**config.mk**
```make
export PLATFORM = sky130hd
export DESIGN_NAME = mwme_scale
export DESIGN_NICKNAME = d
export VERILOG_FILES = /design/src/rtl/mecanum_wheel_mix_encode_core_defines.svh /design/src/rtl/mwme_pkg.sv /design/src/rtl/mwme_scale.sv
export SDC_FILE = /design/constraint.sdc
export NUM_CORES = 2
export LEC_CHECK = 0
export ABC_AREA = 1
export BUFFER_PORTS_ARGS = -buffer_cell sky130_fd_sc_hd__buf_4
export CAP_MARGIN = 20
export CORE_ASPECT_RATIO = 0.9
export CORE_UTILIZATION = 35
export CTS_CLUSTER_DIAMETER = 80
export DETAILED_ROUTE_END_ITERATION = 6
export GPL_TIMING_DRIVEN = 0
export PLACE_DENSITY = 0.57
export SYNTH_ARGS = -nofsm -noshare
export SYNTH_HDL_FRONTEND = slang
export SYNTH_SLANG_ARGS = --single-unit
```
**constraint.sdc**
```tcl
create_clock -name clk_i -period 8.39 [get_ports clk_i]
set_clock_uncertainty 0.15 [all_clocks]
set_input_delay 0.839 -clock clk_i [delete_from_list [all_inputs] [get_ports clk_i]]
set_output_delay 0.839 -clock clk_i [all_outputs]
set_load 0.05 [all_outputs]
```
**src/rtl/mecanum_wheel_mix_encode_core_defines.svh**
```systemverilog
// ----------------------------------------------------------------------------
// mecanum wheel mixer assertion macros
// shared concurrent assertion forms, clocked on clk_i and off during reset
// ----------------------------------------------------------------------------
`ifndef MECANUM_WHEEL_MIX_ENCODE_CORE_DEFINES_SVH
`define MECANUM_WHEEL_MIX_ENCODE_CORE_DEFINES_SVH

// plain property, checked every cycle out of reset
`define MWME_ASSERT(lbl, prop, msg) \
  lbl: assert property (@(posedge clk_i) disable iff (!rst_ni) (prop)) else $error(msg);

// same-cycle implication
`define MWME_ASSERT_IMP(lbl, ante, cons, msg) \
  lbl: assert property (@(posedge clk_i) disable iff (!rst_ni) (ante) |-> (cons)) else $error(msg);

`endif

```
**src/rtl/mwme_pkg.sv**
```systemverilog
// ----------------------------------------------------------------------------
// mecanum wheel mixer package
// widths, register codes and pipeline payload types
// ----------------------------------------------------------------------------
package mwme_pkg;

  localparam int unsigned FracBits  = 8;
  localparam int unsigned VelW      = 24;
  localparam int unsigned SumW      = VelW + 2;
  // three inputs of VelW bits sum to at most 3 * 2^(VelW-1) in magnitude
  localparam int unsigned MagW      = SumW - 1;
  localparam int unsigned RpmW      = 15;
  localparam int unsigned ProdW     = MagW + RpmW;
  localparam int unsigned NumW      = ProdW + 1;
  localparam int unsigned DenW      = MagW + 4;
  localparam int unsigned QuoW      = RpmW;
  localparam int unsigned WheelW    = 16;
  localparam int unsigned NumWheels = 4;
  localparam int unsigned CfgIdxW   = 1;
  localparam int unsigned CfgDataW  = 16;

  localparam logic [DenW-1:0]     Half          = DenW'(1) << (FracBits - 1);
  localparam logic [RpmW-1:0]     MaxRpmReset   = RpmW'(5000);
  localparam logic                FineModeReset = 1'b1;
  localparam logic [CfgIdxW-1:0]  RegMaxRpm     = CfgIdxW'(0);
  localparam logic [CfgIdxW-1:0]  RegFineMode   = CfgIdxW'(1);
  localparam logic [WheelW-1:0]   WheelMinCode  = {1'b1, {(WheelW-1){1'b0}}};

  typedef logic [MagW-1:0]            mag_t;
  typedef logic [RpmW-1:0]            rpm_t;
  typedef logic [QuoW-1:0]            quo_t;
  typedef logic [DenW-1:0]            den_t;
  typedef logic signed [SumW-1:0]     sum_t;
  typedef logic signed [WheelW-1:0]   wheel_t;

  typedef struct packed {
    logic [NumWheels-1:0]   neg;
    mag_t [NumWheels-1:0]   mag;
    mag_t                   amax;
  } mix_t;

  typedef struct packed {
    den_t rem;
    quo_t quo;
  } lane_t;

  typedef struct packed {
    logic                   scaled;
    logic [NumWheels-1:0]   neg;
    quo_t [NumWheels-1:0]   direct;
  } side_t;

  typedef struct packed {
    side_t                  side;
    den_t                   den;
    lane_t [NumWheels-1:0]  lane;
  } div_t;

endpackage

```
**src/rtl/mwme_scale.sv**
```systemverilog
// ----------------------------------------------------------------------------
// mecanum wheel mixer scaling setup
// limit products, direct encodings and divider operands for each wheel
// ----------------------------------------------------------------------------
module mwme_scale (
  input  logic           clk_i,
  input  logic           rst_ni,
  input  mwme_pkg::rpm_t max_rpm_i,
  input  logic           fine_i,
  input  logic           in_valid_i,
  output logic           in_ready_o,
  input  mwme_pkg::mix_t mix_i,
  output logic           out_valid_o,
  input  logic           out_ready_i,
  output mwme_pkg::div_t div_o
);
  import mwme_pkg::*;

  typedef struct packed {
    side_t                          side;
    mag_t                           amax;
    logic [NumWheels-1:0][ProdW-1:0] prod;
  } scl_t;

  logic [1:0] valid_q;
  logic [1:0] valid_d;
  logic [1:0] ld;
  scl_t       scl_d;
  scl_t       scl_q;
  div_t       div_d;
  div_t       div_q;

  always_comb begin
    ld[1] = !valid_q[1] || out_ready_i;
    ld[0] = !valid_q[0] || ld[1];
    valid_d[0] = ld[0] ? in_valid_i : valid_q[0];
    valid_d[1] = ld[1] ? valid_q[0] : valid_q[1];
  end

  // limit test, products and unscaled encodings
  always_comb begin
    den_t ten_a;
    den_t lim;
    den_t fine_v;
    mag_t whole;
    mag_t coarse_v;
    ten_a = (DenW'(mix_i.amax) << 3) + (DenW'(mix_i.amax) << 1);
    lim   = DenW'({max_rpm_i, {FracBits{1'b0}}});
    scl_d.side.scaled = ten_a > lim;
    scl_d.side.neg    = mix_i.neg;
    scl_d.amax        = mix_i.amax;
    for (int i = 0; i < NumWheels; i++) begin
      scl_d.prod[i] = ProdW'(mix_i.mag[i]) * ProdW'(max_rpm_i);
      fine_v   = ((DenW'(mix_i.mag[i]) << 3) + (DenW'(mix_i.mag[i]) << 1) + Half) >> FracBits;
      whole    = mix_i.mag[i] >> FracBits;
      coarse_v = (whole << 3) + (whole << 1);
      scl_d.side.direct[i] = fine_i ? fine_v[QuoW-1:0] : coarse_v[QuoW-1:0];
    end
  end

  // divider operands
  always_comb begin
    logic [NumW-1:0] num;
    den_t            ten_a;
    ten_a = (DenW'(scl_q.amax) << 3) + (DenW'(scl_q.amax) << 1);
    div_d.side = scl_q.side;
    div_d.den  = fine_i ? (DenW'(scl_q.amax) << 1) : ten_a;
    for (int i = 0; i < NumWheels; i++) begin
      num = fine_i ? ((NumW'(scl_q.prod[i]) << 1) + NumW'(scl_q.amax))
                   : NumW'(scl_q.prod[i]);
      div_d.lane[i].rem = DenW'(num[NumW-1:QuoW]);
      div_d.lane[i].quo = num[QuoW-1:0];
    end
  end

  always_ff @(posedge clk_i or negedge rst_ni) begin
    if (!rst_ni) begin
      valid_q <= '0;
    end else begin
      valid_q <= valid_d;
    end
  end

  always_ff @(posedge clk_i) begin
    if (ld[0]) begin
      scl_q <= scl_d;
    end
    if (ld[1]) begin
      div_q <= div_d;
    end
  end

  assign in_ready_o  = ld[0];
  assign out_valid_o = valid_q[1];
  assign div_o       = div_q;

endmodule

```
# Word level (Yosys, flattened, before mapping)
# Cells that the tools add are included.
dict set report word_totals {
  ff_bits 510
  elab_cells 69
}
dict set report classes {
  add_sub_neg 18
  n_mul 4
  n_reduce_logical 4
  magnitude_cmp 1
  n_mux 9
}
# cell n
set ops {}
lappend ops {{$add 41x25->41} 4}
lappend ops {{$mul 25x15->40} 4}
lappend ops {{$mux 40} 4}
lappend ops {{$add 23x23->23} 4}
lappend ops {{$add 23x8->23 const B} 4}
lappend ops {{$add 15x15->15} 4}
lappend ops {{$mux 15} 4}
lappend ops {{$add 28x26->29} 2}
lappend ops {{$gt 29x23->1} 1}
lappend ops {{$mux 26} 1}
lappend ops {{$logic_not 1->1} 2}
lappend ops {{$logic_or 1x1->1} 2}

# Longest topological paths before layout
dict set report logic_depth {
  ltp_word 3
  depth_mapped 27
}

# Least setup slack after synthesis
# OpenSTA, ideal clock, no wires.
dict set report synth_path {
  path_type {input -> register}
  from {input port out_ready_i}
  to {register scl_q, in the netlist div_d[205] (enable)}
  setup_ns 2.693
  stages 2
  required_time_ns 5.547
  slack_ns -1.259
  t_arrival_ns 6.806
  path_cell_list {inv_1 nand3_1}
}
dict set report synth_via {
  elab_chain_len 2
}
# element line_no
set synth_rtl {}
lappend synth_rtl {{from (decl)} mwme_scale.sv:14} ;# input logic out_ready_i,
lappend synth_rtl {{$logic_or 1x1->1} mwme_scale.sv:34} ;# ld[1] = !valid_q[1] || out_ready_i;
lappend synth_rtl {{$logic_or 1x1->1} mwme_scale.sv:35} ;# ld[0] = !valid_q[0] || ld[1];
lappend synth_rtl {{named net in_ready_o} mwme_scale.sv:11} ;# output logic in_ready_o,
lappend synth_rtl {{to (signal assigned)} mwme_scale.sv:86} ;# scl_q <= scl_d;
lappend synth_rtl {{to (decl)} mwme_scale.sv:29} ;# scl_t scl_q;
# The timed path passes the listed nets, and every way through them passes these cells.
# A chain may end at the register's enable or synchronous reset.

==> impl_metrics.env <==
export IMPL_grt_use_total_pct=28.1
export IMPL_cp_common_cell="fa_1"
export IMPL_gp_congestion=0.992
export IMPL_syn_area_um2=87500
export IMPL_cp_max_fo=10
export IMPL_synth_common_cells="3205 x nand2_1, 2805 x inv_1, 1234 x fa_1"
export IMPL_finalMaxSlewViolations=0
export IMPL_cp_end_kind="flop"
export IMPL_vias=78000
export IMPL_ctsHtreeMaxLevel=3
export IMPL_synthFlopType="edfxtp_1"
export IMPL_clk_pin_slew_ns=0.06
export IMPL_slowest_delay_ns=0.91
export IMPL_fmax_mhz=132
export IMPL_worstSetupPathType="in -> reg"
export IMPL_ys_top_cells_by_area="fa_1 28%, edfxtp_1 17%, nand2_1 14%, inv_1 12%, ha_1 10%"
export IMPL_final_nets=14100
export IMPL_core_area_um2=248000
export IMPL_path_cells="clkbuf_1, clkbuf_1, nand2_1, inv_1, fa_1, fa_1, fa_1, fa_1, fa_1, inv_1, fa_1, inv_1, ha_1, inv_1, o21bai_1, a21oi_1, a21boi_0, nor3_1, nor2_1, nand2_1, nand2_1, nand2_1"
export IMPL_final_area_um2=98100
export IMPL_grt_pass1_wl_mm=515
export IMPL_syn2layout_area_growth_pct=12.1
export IMPL_drv_cap=0
export IMPL_routed_wl_mm=357
export IMPL_worstSetupStartpointType="input port"
export IMPL_ys_ff_latch=509
export IMPL_finalWorstSetupSlack_ns=0.829
export IMPL_yosys_area_top_type_share_pct=28.2
export IMPL_rsz0062_at_grt="no"
export IMPL_setup_viol=0
export IMPL_yosysTopAreaCell="fa_1"
export IMPL_pre_cts_slack_ns=0.297
export IMPL_hold_viol=0
export IMPL_cts_tree="done"
export IMPL_die_y_um=476
export IMPL_async_flop_share_pct=0.393
export IMPL_clock_path_buffers=3
export IMPL_io_buffer_count=384
export IMPL_utilization_pct=39.6
export IMPL_drt_iter0_drc=8453
export IMPL_min_path_type="in -> reg"
export IMPL_yosysWarnings=0
export IMPL_io_pins=421
export IMPL_avgViaCountPerCell=5.05
export IMPL_antenna_found_initial=39
export IMPL_overflow=0
export IMPL_period_minus_slack_ns=7.56
export IMPL_ys_seq_area_share_pct=17.5
export IMPL_clockRootBuffer="clkbuf_16"
export IMPL_yosysMostFrequentCell="nand2_1"
export IMPL_dp_hpwl_mm=299
export IMPL_syn_area_per_cell_um2=7.61
export IMPL_synth_edf_count=507
export IMPL_grt_pass1_vias=74900
export IMPL_grt_max_degree=73
export IMPL_cp_required_ns=8.67
export IMPL_drc_errors=0
export IMPL_placed_cell_area_um2=95800
export IMPL_drt_first_pass_iters=6
export IMPL_clock_sinks=509
export IMPL_wl_per_cell_um=23.1
export IMPL_critPathBufInv=6
export IMPL_cts_buffers=66
export IMPL_drive_gt1_share_pct=6.49
export IMPL_crit_slowest_cell="clkbuf_1"
export IMPL_fp_row_count=173
export IMPL_die_area_um2=252000
export IMPL_cp_arrival_ns=7.84
export IMPL_worst_pin_slew_ns=1.25
export IMPL_cts_resized=0
export IMPL_slew_headroom_pct=16.9
export IMPL_path_delay_family="adder cells"
export IMPL_start_util_pct=35.3
export IMPL_fin_crit_sh_pct=90.1
export IMPL_die_w_um=529
export IMPL_netlist_instances=11500
export IMPL_synthDistinctLibCells=49
export IMPL_outcome="complete, no violations"
export IMPL_clock_latency_ns=0.74
export IMPL_final_antenna_net_count=0
## cells in the final DEF, fill, tap and decap left out, types with 92 or more instances in the layout
| cell type | count |
|---|---|
| a21oi_1 | 445 |
| xor2_1 | 129 |
| edfxtp_1 | 507 |
| buf_4 | 400 |
| clkbuf_1 | 298 |
| xnor2_1 | 92 |
| o21ai_0 | 362 |
| fa_1 | 1234 |
| nand2_1 | 3204 |
| inv_1 | 2805 |
| ha_1 | 713 |
| nand3_1 | 468 |
| nor2_1 | 553 |
## final timing paths
check | startpoint | to | slack [ns] | cells past startpoint
max in group asynchronous | rst_ni | valid_q[0] | 7.69 | 2
min reg2reg | div_d[225] | div_o[225] | 0.27 | 0
min | mix_i[128] | div_d[268] | 0.18 | 1
min in group asynchronous | rst_ni | valid_q[1] | 0.32 | 2
max reg2reg | scl_q[162] | div_o[73] | 4.42 | 14
max | max_rpm_i[1] | scl_q[113] | 0.83 | 22
## cell families after synthesis
group | after synthesis | synth area share [%]
other cells | 1 | 0.00428
compound gates | 1084 | 6.86
flops | 509 | 17.5
fa+ha+maj | 1947 | 38.4
simple gates | 4550 | 21.3
xor+xnor | 221 | 2.21
buf+inv | 3187 | 13.8
## per-stage QoR
| stage | cells | hold WS (ns) | TNS, ns |
|---|---|---|---|
| after floorplan | 11500 | 0.250 | 0 |
| after global placement | 15200 | 0.252 | -845.54 |
| after detailed placement | 15300 | 0.255 | 0 |
| after CTS | 15400 | 0.136 | 0 |
| after global routing | 15400 | 0.149 | 0 |
| final | 15400 | 0.176 | 0 |
## layer usage
| layer | track usage [%] | vias up | share of wire [%] |
|---|---|---|---|
| li1 | - | 35900 | - |
| met1 | 40.5 | 37900 | 44 |
| met2 | 40.4 | 3686 | 41 |
| met3 | 6.72 | 485 | 11 |
| met4 | 10.5 | 30 | 4.1 |
| met5 | 0 | - | 0.056 |
## registers in the layout, indices dropped and copies added (netlist names)
signal   flops
div_d       65
div_o      257
scl_q      185
valid_q      2
## cell type report
| class | count | area, um2 |
|---|---|---|
| fillers | 26000 | 150000 |
| multi-input cells | 7815 | 60300 |
| flip-flops and latches | 509 | 15300 |
| inverters | 2824 | 10600 |
| well taps | 3325 | 4160 |
| repair buffers | 448 | 4060 |
| clock buffers | 73 | 1700 |
| plain buffers | 363 | 1490 |
| clock inverters | 46 | 518 |
| diodes | 20 | 50.0 |
## timing repair
action / in CTS / in global routing
endpoints found under the hold margin: 2 / 0
hold buffers: 1 / 0
setup buffers: 0 / 0
Power is not shown: default switching activity piles up to over one toggle a cycle in this logic, so the estimate is an artifact.
