--- src/rtl/mecanum_wheel_mix_encode_core_defines.svh ---
// ----------------------------------------------------------------------------
// mecanum wheel mixer assertion macros
// shared concurrent assertion forms, clocked on clk_i and off during reset
// ----------------------------------------------------------------------------
`ifndef MECANUM_WHEEL_MIX_ENCODE_CORE_DEFINES_SVH
`define MECANUM_WHEEL_MIX_ENCODE_CORE_DEFINES_SVH

// plain property, checked every cycle out of reset
`define MWME_ASSERT(lbl, prop, msg) \
  lbl: assert property (@(posedge clk_i) disable iff (!rst_ni) (prop)) else $error(msg);

// same-cycle implication
`define MWME_ASSERT_IMP(lbl, ante, cons, msg) \
  lbl: assert property (@(posedge clk_i) disable iff (!rst_ni) (ante) |-> (cons)) else $error(msg);

`endif

--- src/rtl/mwme_pkg.sv ---
// ----------------------------------------------------------------------------
// mecanum wheel mixer package
// widths, register codes and pipeline payload types
// ----------------------------------------------------------------------------
package mwme_pkg;

  localparam int unsigned FracBits  = 8;
  localparam int unsigned VelW      = 24;
  localparam int unsigned SumW      = VelW + 2;
  // three inputs of VelW bits sum to at most 3 * 2^(VelW-1) in magnitude
  localparam int unsigned MagW      = SumW - 1;
  localparam int unsigned RpmW      = 15;
  localparam int unsigned ProdW     = MagW + RpmW;
  localparam int unsigned NumW      = ProdW + 1;
  localparam int unsigned DenW      = MagW + 4;
  localparam int unsigned QuoW      = RpmW;
  localparam int unsigned WheelW    = 16;
  localparam int unsigned NumWheels = 4;
  localparam int unsigned CfgIdxW   = 1;
  localparam int unsigned CfgDataW  = 16;

  localparam logic [DenW-1:0]     Half          = DenW'(1) << (FracBits - 1);
  localparam logic [RpmW-1:0]     MaxRpmReset   = RpmW'(5000);
  localparam logic                FineModeReset = 1'b1;
  localparam logic [CfgIdxW-1:0]  RegMaxRpm     = CfgIdxW'(0);
  localparam logic [CfgIdxW-1:0]  RegFineMode   = CfgIdxW'(1);
  localparam logic [WheelW-1:0]   WheelMinCode  = {1'b1, {(WheelW-1){1'b0}}};

  typedef logic [MagW-1:0]            mag_t;
  typedef logic [RpmW-1:0]            rpm_t;
  typedef logic [QuoW-1:0]            quo_t;
  typedef logic [DenW-1:0]            den_t;
  typedef logic signed [SumW-1:0]     sum_t;
  typedef logic signed [WheelW-1:0]   wheel_t;

  typedef struct packed {
    logic [NumWheels-1:0]   neg;
    mag_t [NumWheels-1:0]   mag;
    mag_t                   amax;
  } mix_t;

  typedef struct packed {
    den_t rem;
    quo_t quo;
  } lane_t;

  typedef struct packed {
    logic                   scaled;
    logic [NumWheels-1:0]   neg;
    quo_t [NumWheels-1:0]   direct;
  } side_t;

  typedef struct packed {
    side_t                  side;
    den_t                   den;
    lane_t [NumWheels-1:0]  lane;
  } div_t;

endpackage

--- src/rtl/mwme_mix.sv ---
// ----------------------------------------------------------------------------
// mecanum wheel mixer front end
// mixes the command into four wheel sums, takes magnitudes and their maximum
// ----------------------------------------------------------------------------
module mwme_mix (
  input  logic                          clk_i,
  input  logic                          rst_ni,
  input  logic                          in_valid_i,
  output logic                          in_ready_o,
  input  logic signed [mwme_pkg::VelW-1:0] vel_y_i,
  input  logic signed [mwme_pkg::VelW-1:0] vel_x_i,
  input  logic signed [mwme_pkg::VelW-1:0] vel_w_i,
  output logic                          out_valid_o,
  input  logic                          out_ready_i,
  output mwme_pkg::mix_t                mix_o
);
  import mwme_pkg::*;

  logic [2:0] valid_q;
  logic [2:0] valid_d;
  logic [2:0] ld;

  sum_t                 sum_d [NumWheels];
  sum_t                 sum_q [NumWheels];
  logic [NumWheels-1:0] neg_d;
  logic [NumWheels-1:0] neg_q;
  mag_t                 mag_d [NumWheels];
  mag_t                 mag_q [NumWheels];
  mix_t                 mix_d;
  mix_t                 mix_q;

  always_comb begin
    ld[2] = !valid_q[2] || out_ready_i;
    ld[1] = !valid_q[1] || ld[2];
    ld[0] = !valid_q[0] || ld[1];
    valid_d[0] = ld[0] ? in_valid_i : valid_q[0];
    valid_d[1] = ld[1] ? valid_q[0] : valid_q[1];
    valid_d[2] = ld[2] ? valid_q[1] : valid_q[2];
  end

  // wheel sums
  always_comb begin
    sum_t ye;
    sum_t xe;
    sum_t we;
    ye = SumW'(vel_y_i);
    xe = SumW'(vel_x_i);
    we = SumW'(vel_w_i);
    sum_d[0] = we + ye - xe;
    sum_d[1] = we + ye + xe;
    sum_d[2] = we - ye + xe;
    sum_d[3] = we - ye - xe;
  end

  // magnitudes
  always_comb begin
    logic [SumW-1:0] abs_v;
    for (int i = 0; i < NumWheels; i++) begin
      abs_v    = sum_q[i][SumW-1] ? SumW'(-sum_q[i]) : SumW'(sum_q[i]);
      neg_d[i] = sum_q[i][SumW-1];
      mag_d[i] = abs_v[MagW-1:0];
    end
  end

  // largest magnitude
  always_comb begin
    mag_t m01;
    mag_t m23;
    m01 = (mag_q[0] > mag_q[1]) ? mag_q[0] : mag_q[1];
    m23 = (mag_q[2] > mag_q[3]) ? mag_q[2] : mag_q[3];
    mix_d.neg  = neg_q;
    for (int i = 0; i < NumWheels; i++) begin
      mix_d.mag[i] = mag_q[i];
    end
    mix_d.amax = (m01 > m23) ? m01 : m23;
  end

  always_ff @(posedge clk_i or negedge rst_ni) begin
    if (!rst_ni) begin
      valid_q <= '0;
    end else begin
      valid_q <= valid_d;
    end
  end

  always_ff @(posedge clk_i) begin
    if (ld[0]) begin
      sum_q <= sum_d;
    end
    if (ld[1]) begin
      neg_q <= neg_d;
      mag_q <= mag_d;
    end
    if (ld[2]) begin
      mix_q <= mix_d;
    end
  end

  assign in_ready_o  = ld[0];
  assign out_valid_o = valid_q[2];
  assign mix_o       = mix_q;

endmodule

--- config.mk ---
export PLATFORM = sky130hd
export DESIGN_NAME = mwme_mix
export DESIGN_NICKNAME = d
export VERILOG_FILES = /design/src/rtl/mecanum_wheel_mix_encode_core_defines.svh /design/src/rtl/mwme_pkg.sv /design/src/rtl/mwme_mix.sv
export SDC_FILE = /design/constraint.sdc
export NUM_CORES = 1
export LEC_CHECK = 0
export ABC_CLOCK_PERIOD_IN_PS = 4700
export BUFFER_PORTS_ARGS = -buffer_cell sky130_fd_sc_hd__buf_2
export CAP_MARGIN = 5
export CORE_MARGIN = 5
export CORE_UTILIZATION = 28
export DETAILED_ROUTE_END_ITERATION = 6
export PLACE_DENSITY = 0.52
export SLEW_MARGIN = 5
export SYNTH_ARGS = -nofsm -noshare
export SYNTH_HDL_FRONTEND = slang
export SYNTH_SLANG_ARGS = --single-unit
--- constraint.sdc ---
create_clock -name clk_i -period 4.7 [get_ports clk_i]
set_clock_uncertainty 0.2 [all_clocks]
set_input_delay 0.47 -clock clk_i [delete_from_list [all_inputs] [get_ports clk_i]]
set_output_delay 0.47 -clock clk_i [all_outputs]
set_load 0.01 [all_outputs]
Word level (Yosys, flattened, before mapping)
Index checks and enable logic that the tools add are counted.
W data, S select, Z words.
{ "totals": {"regBits": 340, "latch_bits": 0, "mem_bits_rw": 0, "rom_bits": 0, "inputBits": 76, "out_inout_bits": 131, "elab_cells": 44, "mem_count": 0} }
{ "op_classes": {"addsub": 10, "mul": 0, "div_mod_pow": 0, "order_cmp": 3, "n_eq_ne": 0, "n_shift": 0, "mux": 7, "bitwise_logic": 0, "reduce_logical": 6} }
{ "op_table": {"columns": ["op", "n"], "rows": [
  ["$mux W25", 7],
  ["$neg A25 Y25", 4],
  ["$gt A25 B25 Y1", 3],
  ["$add A25 B24 Y26", 2],
  ["$sub A25 B24 Y26", 2],
  ["$add A24 B24 Y25", 1],
  ["$sub A24 B24 Y25", 1],
  ["$logic_not A1 Y1", 3],
  ["$logic_or A1 B1 Y1", 3]
]} }

Depth between registers and ports, before layout
{ "logic_depth": {"word_depth": 4, "mapped_depth": 24, "mapped_depth_nobuf": 23} }

Worst setup path before layout
OpenSTA, ideal clock, no wires.
{ "synth_path": {"kind": "input -> register", "from": "input port out_ready_i", "to": "register sum_q, in the netlist neg_d[0] (enable)", "setup_ps": 1455, "t_arrival_ps": 3444, "required_ps": 3045, "slack_ps": -398, "path_stages": 1, "n_path_buf": 0, "cell_sequence": "nand4b_1"} }
{ "synth_between": {"elab_chain_cells": 3} }
{ "synth_rtl": {"columns": ["item", "line", "source"], "rows": [
  ["start: declaration", "mwme_mix.sv:14", "input logic out_ready_i,"],
  ["$logic_or A1 B1 Y1", "mwme_mix.sv:33", "ld[2] = !valid_q[2] || out_ready_i;"],
  ["$logic_or A1 B1 Y1", "mwme_mix.sv:34", "ld[1] = !valid_q[1] || ld[2];"],
  ["$logic_or A1 B1 Y1", "mwme_mix.sv:35", "ld[0] = !valid_q[0] || ld[1];"],
  ["end signal: assignment", "mwme_mix.sv:88", "sum_q <= sum_d;"],
  ["end: declaration", "mwme_mix.sv:24", "sum_t sum_q [NumWheels];"]
]} }
No other way between the ends.
A chain may end at the register's enable or synchronous reset.

==> impl_metrics.csv <==
group,metric,value,unit
die,die-area,0.0835,mm^2
die,die_h,289,um
die,io_pins,207,
global_routing,grt_usage,0.156,
timing,finalSetupTns,-3260,ps
synthesis,synthAdderAreaFrac,0.135,
clock_tree,htree_levels,1,
synthesis,synth_fp_nets,2358,
worst_setup_path,worstPathRequired,4900,ps
final_layout,syn_to_final_growth,36.6,%
synthesis,ys_ff_latch,334,
worst_setup_path,startpoint_type,"flop",
clock_tree,cts_made_buffers,31,
die,initial_core_util,0.282,
synthesis,ys.flop_type,"edfxtp_1",
worst_hold_path,hold_path.class,"primary input to flop",
worst_setup_path,r2r_end,"mix_o[21]",
synthesis,synth-edff-count,331,
timing,final-setup-viol-count,23,
run_status,violations,"setup timing",
synthesis,synth_xor_area_frac,0.0900,
timing,tightest_slew,1020,ps
power,ir_drop,494,uV
synthesis,synth_top_family_by_area,"compound AO/OA/AOI/OAI gates",
clock_tree,clk_path_buf_depth,3,
global_routing,grt_pass1_wl,104,mm
worst_setup_path,crit_path_end_kind,"flop",
clock_tree,clk_latency,580,ps
clock_tree,cts_tree,"yes",
placement,routabilityCongestion,0.891,
die,die_w,289,um
power,p_per_area,803,mW/mm^2
drt,postRouteAntennaNets,0,
drt,drt-pass1-iter-count,7,
worst_hold_path,hold_path_end,"sum_q[78]",
final_layout,layout_common_cells,"buf_4 (486), edfxtp_1 (331), ha_1 (214), buf_2 (206), xnor2_1 (175)",
timing,hold_viol,0,
worst_hold_path,hp-start,"vel_x_i[0]",
timing,slew_headroom,0.323,
global_routing,overflow,0,
synthesis,yosys.area_share.simple,0.110,
synthesis,synth_warnings,0,
worst_setup_path,critPathMaxFanout,8,
drt,drt_iter0_markers,834,
timing,finalCritPeriodShare,1.04,
worst_hold_path,min_path_cells,2,
clock_tree,cts-root-buf,"clkbuf_16",
worst_setup_path,crit_type,"flop to flop",
worst_setup_path,reg2reg_slack,-190,ps
synthesis,synth_compound_area_frac,0.150,
timing,rsz0062_at_grt,"true",
worst_setup_path,reg2reg_from,"mag_q[27]",
timing,slew_violations,0,
placement,hpwl,56.2,mm
timing,postLayoutSetupSlackWorst,-194,ps
die,rows,102,
clock_tree,clock-sinks,334,
drt,via_per_inst,4.65,
drt,wire_per_inst,17.9,um
global_routing,grt_pass1_vias,18084,
final_layout,fin_nets,3038,
worst_setup_path,reg2regPathDepth,20,
synthesis,synth.distinct_cells,73,
synthesis,synth_area,0.0218,mm^2
global_routing,grt_antenna_before_repair,8,
drt,drc,0,
final_layout,final_common_cell,"buf_4",
placement,port_buffers,206,
worst_setup_path,worstPathArrival,5090,ps
final_layout,drive_above_1_share,0.333,
synthesis,yosysSeqAreaShare,0.459,
synthesis,ys_async_sr_fraction,0.00898,
synthesis,synth.avg_cell_area,10.6,um^2
clock_tree,cts.clk_slew.worst_paths,70,ps
drt,num_vias,17649,
power,power_leakage,12.7,nW
drt,routed_wl,67.9,mm
timing,timing.hold.ws,60.7,ps
synthesis,netlist_instances,2051,
timing,clock.fmax,0.204,GHz
die,design.core.area,0.0773,mm^2
power,total_power,23.9,mW
global_routing,grt_max_degree,105,
timing,period_needed,4890,ps
run_status,status,"finished, violations left",
synthesis,synthMuxAreaShare,0.0120,
run,drv_cap,0,
routing by layer:
layer	vias up	share of wire	track usage
li1	8838	-	-
met1	8378	0.45	0.209
met2	350	0.48	0.272
met3	75	0.043	0.0187
met4	8	0.020	0.0366
met5	-	0.00068	0
synth_stat cells (all sizes together), types with 30 or more instances:
cell type / instances / area share
a21oi: 135 / 0.031
a21o: 51 / 0.018
xnor2: 179 / 0.072
nand2: 99 / 0.017
edfxtp: 331 / 0.46
xor2: 45 / 0.018
o21bai: 33 / 0.011
nor3: 53 / 0.013
ha: 225 / 0.13
o31ai: 30 / 0.010
o21ai: 119 / 0.027
inv: 173 / 0.030
clkbuf: 69 / 0.012
nor2: 152 / 0.026
worst max path at each step:
stage | from | cells past startpoint | endpoint
2_1_floorplan | out_ready_i | 1 | neg_d[0]
3_3_place_gp | mag_q[47] | 20 | mix_o[4]
3_5_place_dp | mag_q[48] | 20 | mix_o[16]
4_1_cts | mag_q[51] | 21 | mix_o[21]
5_1_grt | mag_q[64] | 21 | mix_o[21]
6_report | mag_q[27] | 20 | mix_o[21]
area by class of cell:
class | instances | area [um^2]
Clock inverter | 24 | 226
Inverter | 175 | 657
Tap cell | 1040 | 1300
Fill cell | 7622 | 47600
Sequential cell | 334 | 10000
Timing Repair Buffer | 719 | 5070
Antenna cell | 4 | 10.0
Multi-Input combinational cell | 1470 | 11700
Clock buffer | 32 | 779
timing repair:
action | 4_1_cts | 5_1_grt
hold buffers | 3 | 0
pin swaps | 37 | 42
hold endpoints to repair | 4 | 0
cloned | 3 | 1
resized for setup | 109 | 71
endpoints found under the setup margin | 26 | 47
buffers inserted | 30 | 12
cells by family (layout without fill, tap and decap cells):
family | count (synthesis) | in the layout
buffers and inverters | 249 | 950
muxes | 26 | 26
other | 0 | 4
DFF | 334 | 334
adders and majority gates | 231 | 231
xor gates and xnor gates | 224 | 224
AOI/OAI and AO/OA | 502 | 504
and+or+nand+nor | 485 | 485
sequential cells by signal (all words and copies together), names as in the netlist:
signal,flops
mag_q,98
neg_d,4
sum_q,98
neg_q,4
valid_q,3
mix_o,127
power breakdown:
group,switching [mW],total (mW),internal [mW]
Sequential,1.01,6.41,5.40
Clock,1.12,2.50,1.38
Combinational,7.56,15.0,7.46
critical path: stages, from the launching register on:
cell	delay (ps)
edfxtp_1	390
ha_1	340
a21o_1	190
a21o_1	160
a21oi_2	160
o21ai_2	90
a21oi_2	190
o221ai_2	140
nor2b_4	170
buf_6	130
buf_8	130
mux2i_4	230
ha_4	290
and4_4	210
or4b_4	500
buf_6	140
o41ai_4	400
buf_6	210
buf_8	140
nor2_4	30
a221oi_2	250
metrics by stage:
step | worst slack [ps] | area (um^2) | instances | utilization
after floorplan | -398 | 21800 | 2051 | -
after global placement | -889 | 27500 | 3695 | 0.355
after detailed placement | -998 | 27500 | 3695 | 0.355
after CTS | -194 | 29300 | 3784 | 0.379
after global routing | -359 | 29800 | 3794 | 0.385
final | -194 | 29800 | 3798 | 0.385
Note: power is estimated with default switching activity, not from simulation.
