## src/rtl/mecanum_wheel_mix_encode_core_defines.svh

```systemverilog
// ----------------------------------------------------------------------------
// mecanum wheel mixer assertion macros
// shared concurrent assertion forms, clocked on clk_i and off during reset
// ----------------------------------------------------------------------------
`ifndef MECANUM_WHEEL_MIX_ENCODE_CORE_DEFINES_SVH
`define MECANUM_WHEEL_MIX_ENCODE_CORE_DEFINES_SVH

// plain property, checked every cycle out of reset
`define MWME_ASSERT(lbl, prop, msg) \
  lbl: assert property (@(posedge clk_i) disable iff (!rst_ni) (prop)) else $error(msg);

// same-cycle implication
`define MWME_ASSERT_IMP(lbl, ante, cons, msg) \
  lbl: assert property (@(posedge clk_i) disable iff (!rst_ni) (ante) |-> (cons)) else $error(msg);

`endif

```

## src/rtl/mwme_pkg.sv

```systemverilog
// ----------------------------------------------------------------------------
// mecanum wheel mixer package
// widths, register codes and pipeline payload types
// ----------------------------------------------------------------------------
package mwme_pkg;

  localparam int unsigned FracBits  = 8;
  localparam int unsigned VelW      = 24;
  localparam int unsigned SumW      = VelW + 2;
  // three inputs of VelW bits sum to at most 3 * 2^(VelW-1) in magnitude
  localparam int unsigned MagW      = SumW - 1;
  localparam int unsigned RpmW      = 15;
  localparam int unsigned ProdW     = MagW + RpmW;
  localparam int unsigned NumW      = ProdW + 1;
  localparam int unsigned DenW      = MagW + 4;
  localparam int unsigned QuoW      = RpmW;
  localparam int unsigned WheelW    = 16;
  localparam int unsigned NumWheels = 4;
  localparam int unsigned CfgIdxW   = 1;
  localparam int unsigned CfgDataW  = 16;

  localparam logic [DenW-1:0]     Half          = DenW'(1) << (FracBits - 1);
  localparam logic [RpmW-1:0]     MaxRpmReset   = RpmW'(5000);
  localparam logic                FineModeReset = 1'b1;
  localparam logic [CfgIdxW-1:0]  RegMaxRpm     = CfgIdxW'(0);
  localparam logic [CfgIdxW-1:0]  RegFineMode   = CfgIdxW'(1);
  localparam logic [WheelW-1:0]   WheelMinCode  = {1'b1, {(WheelW-1){1'b0}}};

  typedef logic [MagW-1:0]            mag_t;
  typedef logic [RpmW-1:0]            rpm_t;
  typedef logic [QuoW-1:0]            quo_t;
  typedef logic [DenW-1:0]            den_t;
  typedef logic signed [SumW-1:0]     sum_t;
  typedef logic signed [WheelW-1:0]   wheel_t;

  typedef struct packed {
    logic [NumWheels-1:0]   neg;
    mag_t [NumWheels-1:0]   mag;
    mag_t                   amax;
  } mix_t;

  typedef struct packed {
    den_t rem;
    quo_t quo;
  } lane_t;

  typedef struct packed {
    logic                   scaled;
    logic [NumWheels-1:0]   neg;
    quo_t [NumWheels-1:0]   direct;
  } side_t;

  typedef struct packed {
    side_t                  side;
    den_t                   den;
    lane_t [NumWheels-1:0]  lane;
  } div_t;

endpackage

```

## src/rtl/mwme_encode.sv

```systemverilog
// ----------------------------------------------------------------------------
// mecanum wheel mixer encoder
// picks scaled or direct speed, clamps to the limit and applies the sign
// ----------------------------------------------------------------------------
module mwme_encode (
  input  logic                                        clk_i,
  input  logic                                        rst_ni,
  input  mwme_pkg::rpm_t                              max_rpm_i,
  input  logic                                        fine_i,
  input  logic                                        in_valid_i,
  output logic                                        in_ready_o,
  input  mwme_pkg::div_t                              div_i,
  output logic                                        out_valid_o,
  input  logic                                        out_ready_i,
  output logic [mwme_pkg::NumWheels-1:0][mwme_pkg::WheelW-1:0] wheel_o
);
  import mwme_pkg::*;

  logic                                 valid_q;
  logic                                 ld;
  logic [NumWheels-1:0][WheelW-1:0]     wheel_d;
  logic [NumWheels-1:0][WheelW-1:0]     wheel_q;

  assign ld = !valid_q || out_ready_i;

  always_comb begin
    logic [QuoW+3:0]   q_ext;
    logic [QuoW+3:0]   q10;
    logic [QuoW+3:0]   sel;
    logic [QuoW+3:0]   lim;
    logic [WheelW-1:0] mag;
    lim = (QuoW+4)'(max_rpm_i);
    for (int i = 0; i < NumWheels; i++) begin
      q_ext = (QuoW+4)'(div_i.lane[i].quo);
      q10   = (q_ext << 3) + (q_ext << 1);
      if (div_i.side.scaled) begin
        sel = fine_i ? q_ext : q10;
      end else begin
        sel = (QuoW+4)'(div_i.side.direct[i]);
      end
      if (sel > lim) begin
        sel = lim;
      end
      mag        = WheelW'(sel[QuoW-1:0]);
      wheel_d[i] = div_i.side.neg[i] ? WheelW'(-mag) : mag;
    end
  end

  always_ff @(posedge clk_i or negedge rst_ni) begin
    if (!rst_ni) begin
      valid_q <= 1'b0;
    end else if (ld) begin
      valid_q <= in_valid_i;
    end
  end

  always_ff @(posedge clk_i) begin
    if (ld) begin
      wheel_q <= wheel_d;
    end
  end

  assign in_ready_o  = ld;
  assign out_valid_o = valid_q;
  assign wheel_o     = wheel_q;

endmodule

```

## config.mk

```make
export PLATFORM = sky130hd
export DESIGN_NAME = mwme_encode
export DESIGN_NICKNAME = d
export VERILOG_FILES = /design/src/rtl/mecanum_wheel_mix_encode_core_defines.svh /design/src/rtl/mwme_pkg.sv /design/src/rtl/mwme_encode.sv
export SDC_FILE = /design/constraint.sdc
export NUM_CORES = 1
export LEC_CHECK = 0
export BUFFER_PORTS_ARGS = -buffer_cell sky130_fd_sc_hd__buf_2
export CORE_ASPECT_RATIO = 1.5
export CORE_UTILIZATION = 40
export CTS_CLUSTER_DIAMETER = 80
export DETAILED_ROUTE_END_ITERATION = 8
export GPL_TIMING_DRIVEN = 1
export PLACE_DENSITY = 0.67
export SYNTH_ARGS = -nofsm -noshare
export SYNTH_HDL_FRONTEND = slang
export SYNTH_SLANG_ARGS = --single-unit
```

## constraint.sdc

```tcl
create_clock -name clk_i -period 9.95 [get_ports clk_i]
set_clock_uncertainty 0.1 [all_clocks]
set_input_delay 2.985 -clock clk_i [delete_from_list [all_inputs] [get_ports clk_i]]
set_output_delay 2.985 -clock clk_i [all_outputs]
set_load 0.02 [all_outputs]
```

* Yosys cells after proc, flatten, opt, wreduce, memory -nomap -nowiden
Index checks and enable logic that the tools add are counted.
** Word-level totals
- Bits in registers :: 65
- Latch bits :: 0
- RAM bits :: 0
- ROM bits :: 0
- Input port bits :: 290
- Output and inout port bits :: 66
- Word-level logic and storage cells :: 39
- Memories :: 0
** Operators by class
- Add/sub/neg operators :: 8
- $mul :: 0
- Divide/modulo/power cells :: 0
- $lt $le $gt $ge :: 4
- Equal/unequal tests :: 0
- Shifts and indexed selects :: 0
- Mux-type cells :: 16
- Bitwise gates (word level) :: 0
- Reductions and logical operators :: 2
** Operators by type and width (count)
- 19-bit two-way mux :: 8
- 15-bit two-way mux :: 8
- 18-bit by 16-bit adder with 19-bit output :: 4
- 19-bit by 15-bit greater-than comparator with 1-bit output :: 4
- 15-bit negator with 16-bit output :: 4
- 1-bit logical NOT :: 1
- 1-bit logical OR :: 1

* Longest topological paths before layout
Gate-level depths: netlist of the first run.
- Depth after elaboration :: 7
- Mapped depth :: 28

* Worst setup path before layout of the first run
No wires, ideal clock.
- Path kind :: input to output
- Start point :: input port out_ready_i
- End point :: output port in_ready_o
- Arrival time :: 4.715 ns
- Data required time :: 6.865 ns
- Path slack :: 2.150 ns
- Stages on the path :: 1
- Path buffers :: 0
- Path through :: nand2b_1
** Between the ends
- Cells in the longest elaborated chain, start to end :: 1
** RTL lines
- start: declaration :: line mwme_encode.sv:14 : input logic out_ready_i,
- 1-bit logical OR :: line mwme_encode.sv:24 : assign ld = !valid_q || out_ready_i;
- end: declaration :: line mwme_encode.sv:11 : output logic in_ready_o,
No other way between the ends.

==> flow_summary.yaml, run 1 <==
die:
  die_x_um: 129
  ios: 356
  dieArea_um2: 24800
  rows: 69
  initial_core_util_pct: 40.8
  core_um2: 23700
  die_h_um: 192
sta:
  worst_pin_slew_ns: 1.04
  rsz0062_at_grt: "no"
  report.final.slew_viol_count: 0
  period_minus_slack_ns: 8.25
  setup_viol: 0
  finalHoldViolCount: 0
  timing.fmax_ghz: 0.121
  final.period_utilization_pct: 82.9
  slew_headroom_pct: 30.8
  fin_setup_tns_ns: 0
pwr:
  p_int_uw: 853
  power_leakage_uw: 0.00512
  pwr-share-clk_pct: 22.9
  swShare_pct: 39.1
  powerDensity_nw_per_um2: 125
  ir_worst_vdd_mv: 0.0797
  p_seq_share_pct: 27.4
  p_comb_share_pct: 49.7
  switchingPower_uw: 548
detailed_routing:
  vias: 9517
  drtIter0Drc: 490
  ant_nets: 0
  route.detailed.drc: 0
  via_per_inst: 5.58
  drtPass1Iterations: 5
  wl_per_cell_um: 17.6
  drt_wl_total_um: 30100
cells_and_area:
  mostFrequentLayoutCells: "buf_2, nand2_1, ha_1"
  layout-drive-gt1-share_pct: 19.6
  final_common_cell: "buf_2"
  synthToLayoutAreaGrowth_pct: 16.5
  n_fill_cell: 2423
  finalInstanceArea_um2: 11200
  nNetsFinal: 1790
clock_network:
  cts_buffers: 9
  clk_pin_slew_ns: 0.05
  cts_resized: 0
  clock-sinks: 65
  postCtsHoldBufs: 0
  post_cts_buffers: 0
  cts_root_buf: "clkbuf_16"
  clk_latency_ns: 0.32
  cts_tree: "built"
  cts_max_level: 3
  cts.path.max_buffers: 2
setup_path:
  start_kind: "input port"
  crit_path_end_kind: "register"
  crit_slowest_cell: "and2_1"
  critPathBufInv: 3
  cp_cell_sequence: "buf_2 -> buf_4 -> and2_1 -> a22oi_1 -> nand3_1 -> ha_1 -> a21o_1 -> a21o_1 -> a21oi_1 -> nor2_1 -> a2111oi_0 -> a21oi_1 -> a21oi_2 -> buf_4 -> nor2_1 -> a21oi_1 -> ha_1 -> nand2_1 -> o41ai_1 -> xor2_1 -> a21oi_1"
  worstSetupPathType: "input port to register"
  rr_startpoint: "out_valid_o$_DFFE_PN0P_"
  cp.arrival_ns: 8.19
  worstPathRequired_ns: 9.89
  crit_top_cell: "a21oi_1"
  cp_top_family: "compound AO/OA/AOI/OAI gates"
  path_max_fanout: 30
  reg2reg_depth: 2
  crit_path_max_incr_delay_ns: 0.87
  critical_path.startpoint: "div_i[269]"
  r2r-end: "wheel_o[28]$_DFFE_PP_"
  r2r_slack_ns: 8.37
yosys:
  syn_inst: 1202
  syn_avg_cell_area_um2: 8.03
  syn_nets: 1612
  synth-edff-count: 64
  netlist_area_um2: 9650
  synth.distinct_cells: 78
  ys_seq_area_share_pct: 20.2
  synth_top_area_share_pct: 19.9
  synthArstFlopShare_pct: 1.54
  synth.area.top_cells: "edfxtp_1, ha_1, xnor2_1, a21oi_1, nand2_1"
  yosys_warnings: 0
  yosysTopAreaCell: "edfxtp_1"
  ys_ff_latch: 65
  synth_flop_cell: "edfxtp_1"
grt:
  grt_pass1_wl_um: 46800
  grt_antenna_before_repair: 3
  grt_max_degree: 67
  grt_pass1_vias: 9059
  grt_use_total_pct: 24.4
  grt_overflow: 0
place:
  port_buffers: 210
  gp_congestion: 0.926
  hpwlAfterDp_um: 24800
  placed_cell_area_um2: 10900
worst_hold_path:
  whs_endpoint: "out_valid_o$_DFFE_PN0P_"
  holdPathStages: 3
  hp-start: "out_valid_o$_DFFE_PN0P_"
  hold_path_class: "register to register"
flow_run:
  maxCapViolCount: 0
status:
  status: "completed"
==> per-layer routing <==
metal	wire [um]	GRT usage [%]	share of wire [%]	vias up
met3	1530	2.34	5.1	60
met5	13	0	0.043	-
met4	1090	11.2	3.6	2
met2	13900	40.7	46	329
li1	-	-	-	4781
met1	13600	31.5	45	4345
==> cells by family (layout without fill, tap and decap cells) <==
family | Yosys count | count (layout) | synth area share (%)
flops | 65 | 65 | 20.2
buf+inv | 110 | 292 | 4.99
simple gates | 381 | 381 | 19.0
compound gates | 370 | 370 | 25.2
other cells | 0 | 2 | 0
xor+xnor | 113 | 113 | 10.3
mux | 43 | 43 | 4.55
fa+ha+maj | 120 | 120 | 15.9
==> registers in the layout, indices dropped and copies added (netlist names) <==
name and flops:
out_valid_o 1, wheel_o 64
==> metrics by stage <==
| step | utilization (%) | std cells | power [uW] | hold WS (ns) | setup slack [ns] |
|---|---|---|---|---|---|
| 2_1_floorplan | - | 1202 | 877 | 1.98 | 2.15 |
| 3_3_place_gp | 46.2 | 1688 | 1070 | 0.840 | 1.48 |
| 3_5_place_dp | 46.2 | 1688 | 1080 | 0.864 | 1.47 |
| 4_1_cts | 47.5 | 1703 | 1410 | 0.877 | 1.77 |
| 5_1_grt | 47.5 | 1705 | 1490 | 0.918 | 1.21 |
| 6_report | 47.5 | 1705 | 1400 | 0.846 | 1.70 |
==> synth_stat cells, types with 6 or more instances <==
master,instances
or3_1,12
xnor2_1,79
nor2b_1,21
nand2b_1,12
ha_1,116
o21bai_1,6
a221o_1,6
o211ai_1,7
mux2i_1,36
nand4_1,18
o31ai_1,14
buf_2,16
o21a_1,15
nand3_1,29
nor3_1,8
inv_1,58
a211oi_1,10
nand2_1,132
or2_2,7
clkbuf_1,25
o21ai_0,85
xor2_1,34
a21o_1,45
a21oi_1,100
mux2_2,7
a22oi_1,15
o31a_1,6
edfxtp_1,64
a31oi_1,9
nor2_1,103
==> worst reg2reg max path: cells and delay by family, from the launching register on <==
family | cells | cell delay, ns
flip-flops | 1 | 0.38
AND/OR/NAND/NOR | 1 | 0.06
buffers and inverters | 1 | 0.60
==> worst max-delay path by stage <==
stage                                 end  slack (ns)  cells after the start
floorplan                      in_ready_o        2.15                      1
global placement    wheel_o[28]$_DFFE_PP_        1.48                     21
detailed placement  wheel_o[60]$_DFFE_PP_        1.47                     25
CTS                 wheel_o[60]$_DFFE_PP_        1.77                     25
global route        wheel_o[60]$_DFFE_PP_        1.21                     25
finish              wheel_o[28]$_DFFE_PP_        1.70                     21
==> power by group through the flow <==
| stage | Sequential [uW] | Clock, uW | Combinational (uW) |
|---|---|---|---|
| after floorplan | 462 | 0 | 414 |
| after global placement | 392 | 0 | 680 |
| after detailed placement | 391 | 0 | 690 |
| after CTS | 386 | 328 | 693 |
| after global routing | 390 | 335 | 767 |
| final | 385 | 321 | 696 |
==> final cells by class <==
class / count / area (um2) / share of cell area (%)
tap: 319 / 399 / 3.55
timing repair buffer: 219 / 1120 / 9.96
sequential: 65 / 1950 / 17.3
antenna: 2 / 5.00 / 0.0445
multi-input combinational: 1027 / 7240 / 64.4
clock buffer: 9 / 225 / 2.00
clock inverter: 6 / 83.8 / 0.746
inverter: 58 / 218 / 1.94
(Power assumes the default switching activity.)
==> inputs of run 2 (changes only) <==
==> constraint.sdc (replaced) <==
create_clock -name clk_i -period 7.9 [get_ports clk_i]
set_clock_uncertainty 0.1 [all_clocks]
set_input_delay 2.37 -clock clk_i [delete_from_list [all_inputs] [get_ports clk_i]]
set_output_delay 2.37 -clock clk_i [all_outputs]
set_load 0.02 [all_outputs]
==> run 2 against run 1 <==
- die area unchanged
- final cell count increased by 0.53%
- sequential share of layout area decreased by 0.14 points
- clock-buffer cell count unchanged
- global-route usage increased by 0.25 points
- setup slack got worse by 1.2 ns
- largest power group unchanged
==> flow_summary.yaml, run 2 (same netlist as run 1, synthesis figures left out) <==
detailed_routing:
  vias: 9755
  route.detailed.drc: 0
  drtPass1Iterations: 5
  drt_wl_total_um: 30800
  wl_per_cell_um: 18.0
  drtIter0Drc: 656
  via_per_inst: 5.69
  ant_nets: 0
grt:
  grt_overflow: 0
  grt_max_degree: 66
  grt_pass1_vias: 8985
  grt.met3_usage_pct: 2.09
  top_usage_layer: "met2"
  grt_pass1_wl_um: 47200
  grt_antenna_before_repair: 1
  use_met2_pct: 41.3
  grt.met1_usage_pct: 32.1
  grt_use_total_pct: 24.6
status:
  status: "completed"
pwr:
  ir_worst_vdd_mv: 0.102
  power_leakage_uw: 0.00518
  powerDensity_nw_per_um2: 159
sta:
  final.period_utilization_pct: 93.5
  period_minus_slack_ns: 7.38
  report.final.slew_viol_count: 0
  setup_viol: 0
  finalHoldViolCount: 0
  fin_setup_tns_ns: 0
  worst_pin_slew_ns: 0.788
  rsz0062_at_grt: "no"
  slew_headroom_pct: 47.4
  timing.fmax_ghz: 0.135
setup_path:
  cp_cell_sequence: "buf_2 -> ha_1 -> a211oi_1 -> o21ai_0 -> a21oi_1 -> a31oi_1 -> a31oi_1 -> xnor2_1 -> mux2i_1 -> a21oi_1 -> ha_1 -> nand4_1 -> nor2_1 -> nand3_1 -> o21bai_1 -> o221ai_1 -> o21ai_0 -> o21ai_2 -> mux2i_1 -> ha_1 -> nand3_1 -> o41ai_1 -> xor2_1 -> o21ai_0"
  cp.arrival_ns: 7.35
  worstPathRequired_ns: 7.87
  crit_path_max_incr_delay_ns: 0.45
  reg2reg_depth: 2
  start_kind: "input port"
  r2r_slack_ns: 6.32
  r2r-end: "wheel_o[22]$_DFFE_PP_"
  crit_path_end_kind: "register"
  crit_slowest_cell: "a21oi_1"
  rr_startpoint: "out_valid_o$_DFFE_PN0P_"
  worstSetupPathType: "input port to register"
  path_max_fanout: 11
clock_network:
  clk_latency_ns: 0.32
  cts_root_buf: "clkbuf_16"
  postCtsHoldBufs: 0
  cts_buffers: 9
  clk_pin_slew_ns: 0.05
  cts.path.max_buffers: 2
  clock-sinks: 65
  post_cts_buffers: 0
  cts_resized: 0
  cts_max_level: 3
  cts_tree: "built"
cells_and_area:
  largest_reg_flops: 64
  synthToLayoutAreaGrowth_pct: 17.4
  nNetsFinal: 1799
  mostFrequentLayoutCells: "buf_2, nand2_1, ha_1"
  finalInstanceArea_um2: 11300
  layout-drive-gt1-share_pct: 20.3
  final_common_cell: "buf_2"
  n_fill_cell: 2471
  fin_util_pct: 47.9
die:
  initial_core_util_pct: 40.8
  die_h_um: 192
  rows: 69
  dieArea_um2: 24800
  core_um2: 23700
  ios: 356
  die_x_um: 129
place:
  placed_cell_area_um2: 11000
  port_buffers: 210
  hpwlAfterDp_um: 25300
  gp_congestion: 0.909
flow_run:
  maxCapViolCount: 0
worst_hold_path:
  whs_endpoint: "out_valid_o$_DFFE_PN0P_"
  holdPathStages: 3
  hp-start: "out_valid_o$_DFFE_PN0P_"
  hold_path_class: "register to register"
## run 2: worst max-delay path: cells and delay by family
kind	cells	cell delay [ns]
buffers and inverters	1	0.13
AND/OR/NAND/NOR	4	0.47
AO/OA/AOI/OAI	12	2.91
multiplexers	2	0.39
XOR/XNOR	2	0.34
adder cells (fa/ha/maj)	3	0.75
## run 2: routing by layer
metal  vias up  part of all wire [%]
met5         -                     0
met4         0                   3.6
met3        70                   6.2
met2       398                    47
met1      4495                    43
li1       4792                     -
## run 2: layout make-up
| cell class | count | area (um2) | area share, % |
|---|---|---|---|
| diodes | 1 | 2.50 | 0.0221 |
| clock buffers | 9 | 225 | 1.99 |
| clock inverters | 7 | 103 | 0.906 |
| inverters | 58 | 218 | 1.92 |
| multi-input cells | 1027 | 7240 | 64.0 |
| flip-flops and latches | 65 | 1950 | 17.2 |
| well taps | 319 | 399 | 3.52 |
| repair buffers | 228 | 1190 | 10.5 |
## run 2: power by group
part	switching (uW)	internal, uW	leakage (uW)
clock	149	279	0.000157
combinational	552	340	0.00436
sequential	15.0	469	0.000654
total	716	1090	0.00518
## run 2: stage by stage
step	hold WS (ns)	setup slack [ns]	cells	total power [uW]
finish	0.859	0.515	1714	1800
floorplan	1.97	0.965	1202	1100
global placement	0.848	0.335	1697	1360
detailed placement	0.877	0.247	1697	1370
global route	0.939	0.139	1714	1920
CTS	0.892	0.550	1713	1810
## run 2: how the worst max path moves through the flow
stage	from	end	slack [ns]	cells after the start
6_report	div_i[133]	wheel_o[60]$_DFFE_PP_	0.52	24
3_3_place_gp	div_i[133]	wheel_o[60]$_DFFE_PP_	0.34	24
4_1_cts	div_i[133]	wheel_o[60]$_DFFE_PP_	0.55	24
3_5_place_dp	div_i[133]	wheel_o[60]$_DFFE_PP_	0.25	24
5_1_grt	div_i[45]	wheel_o[28]$_DFFE_PP_	0.14	25
2_1_floorplan	div_i[132]	wheel_o[60]$_DFFE_PP_	0.96	25
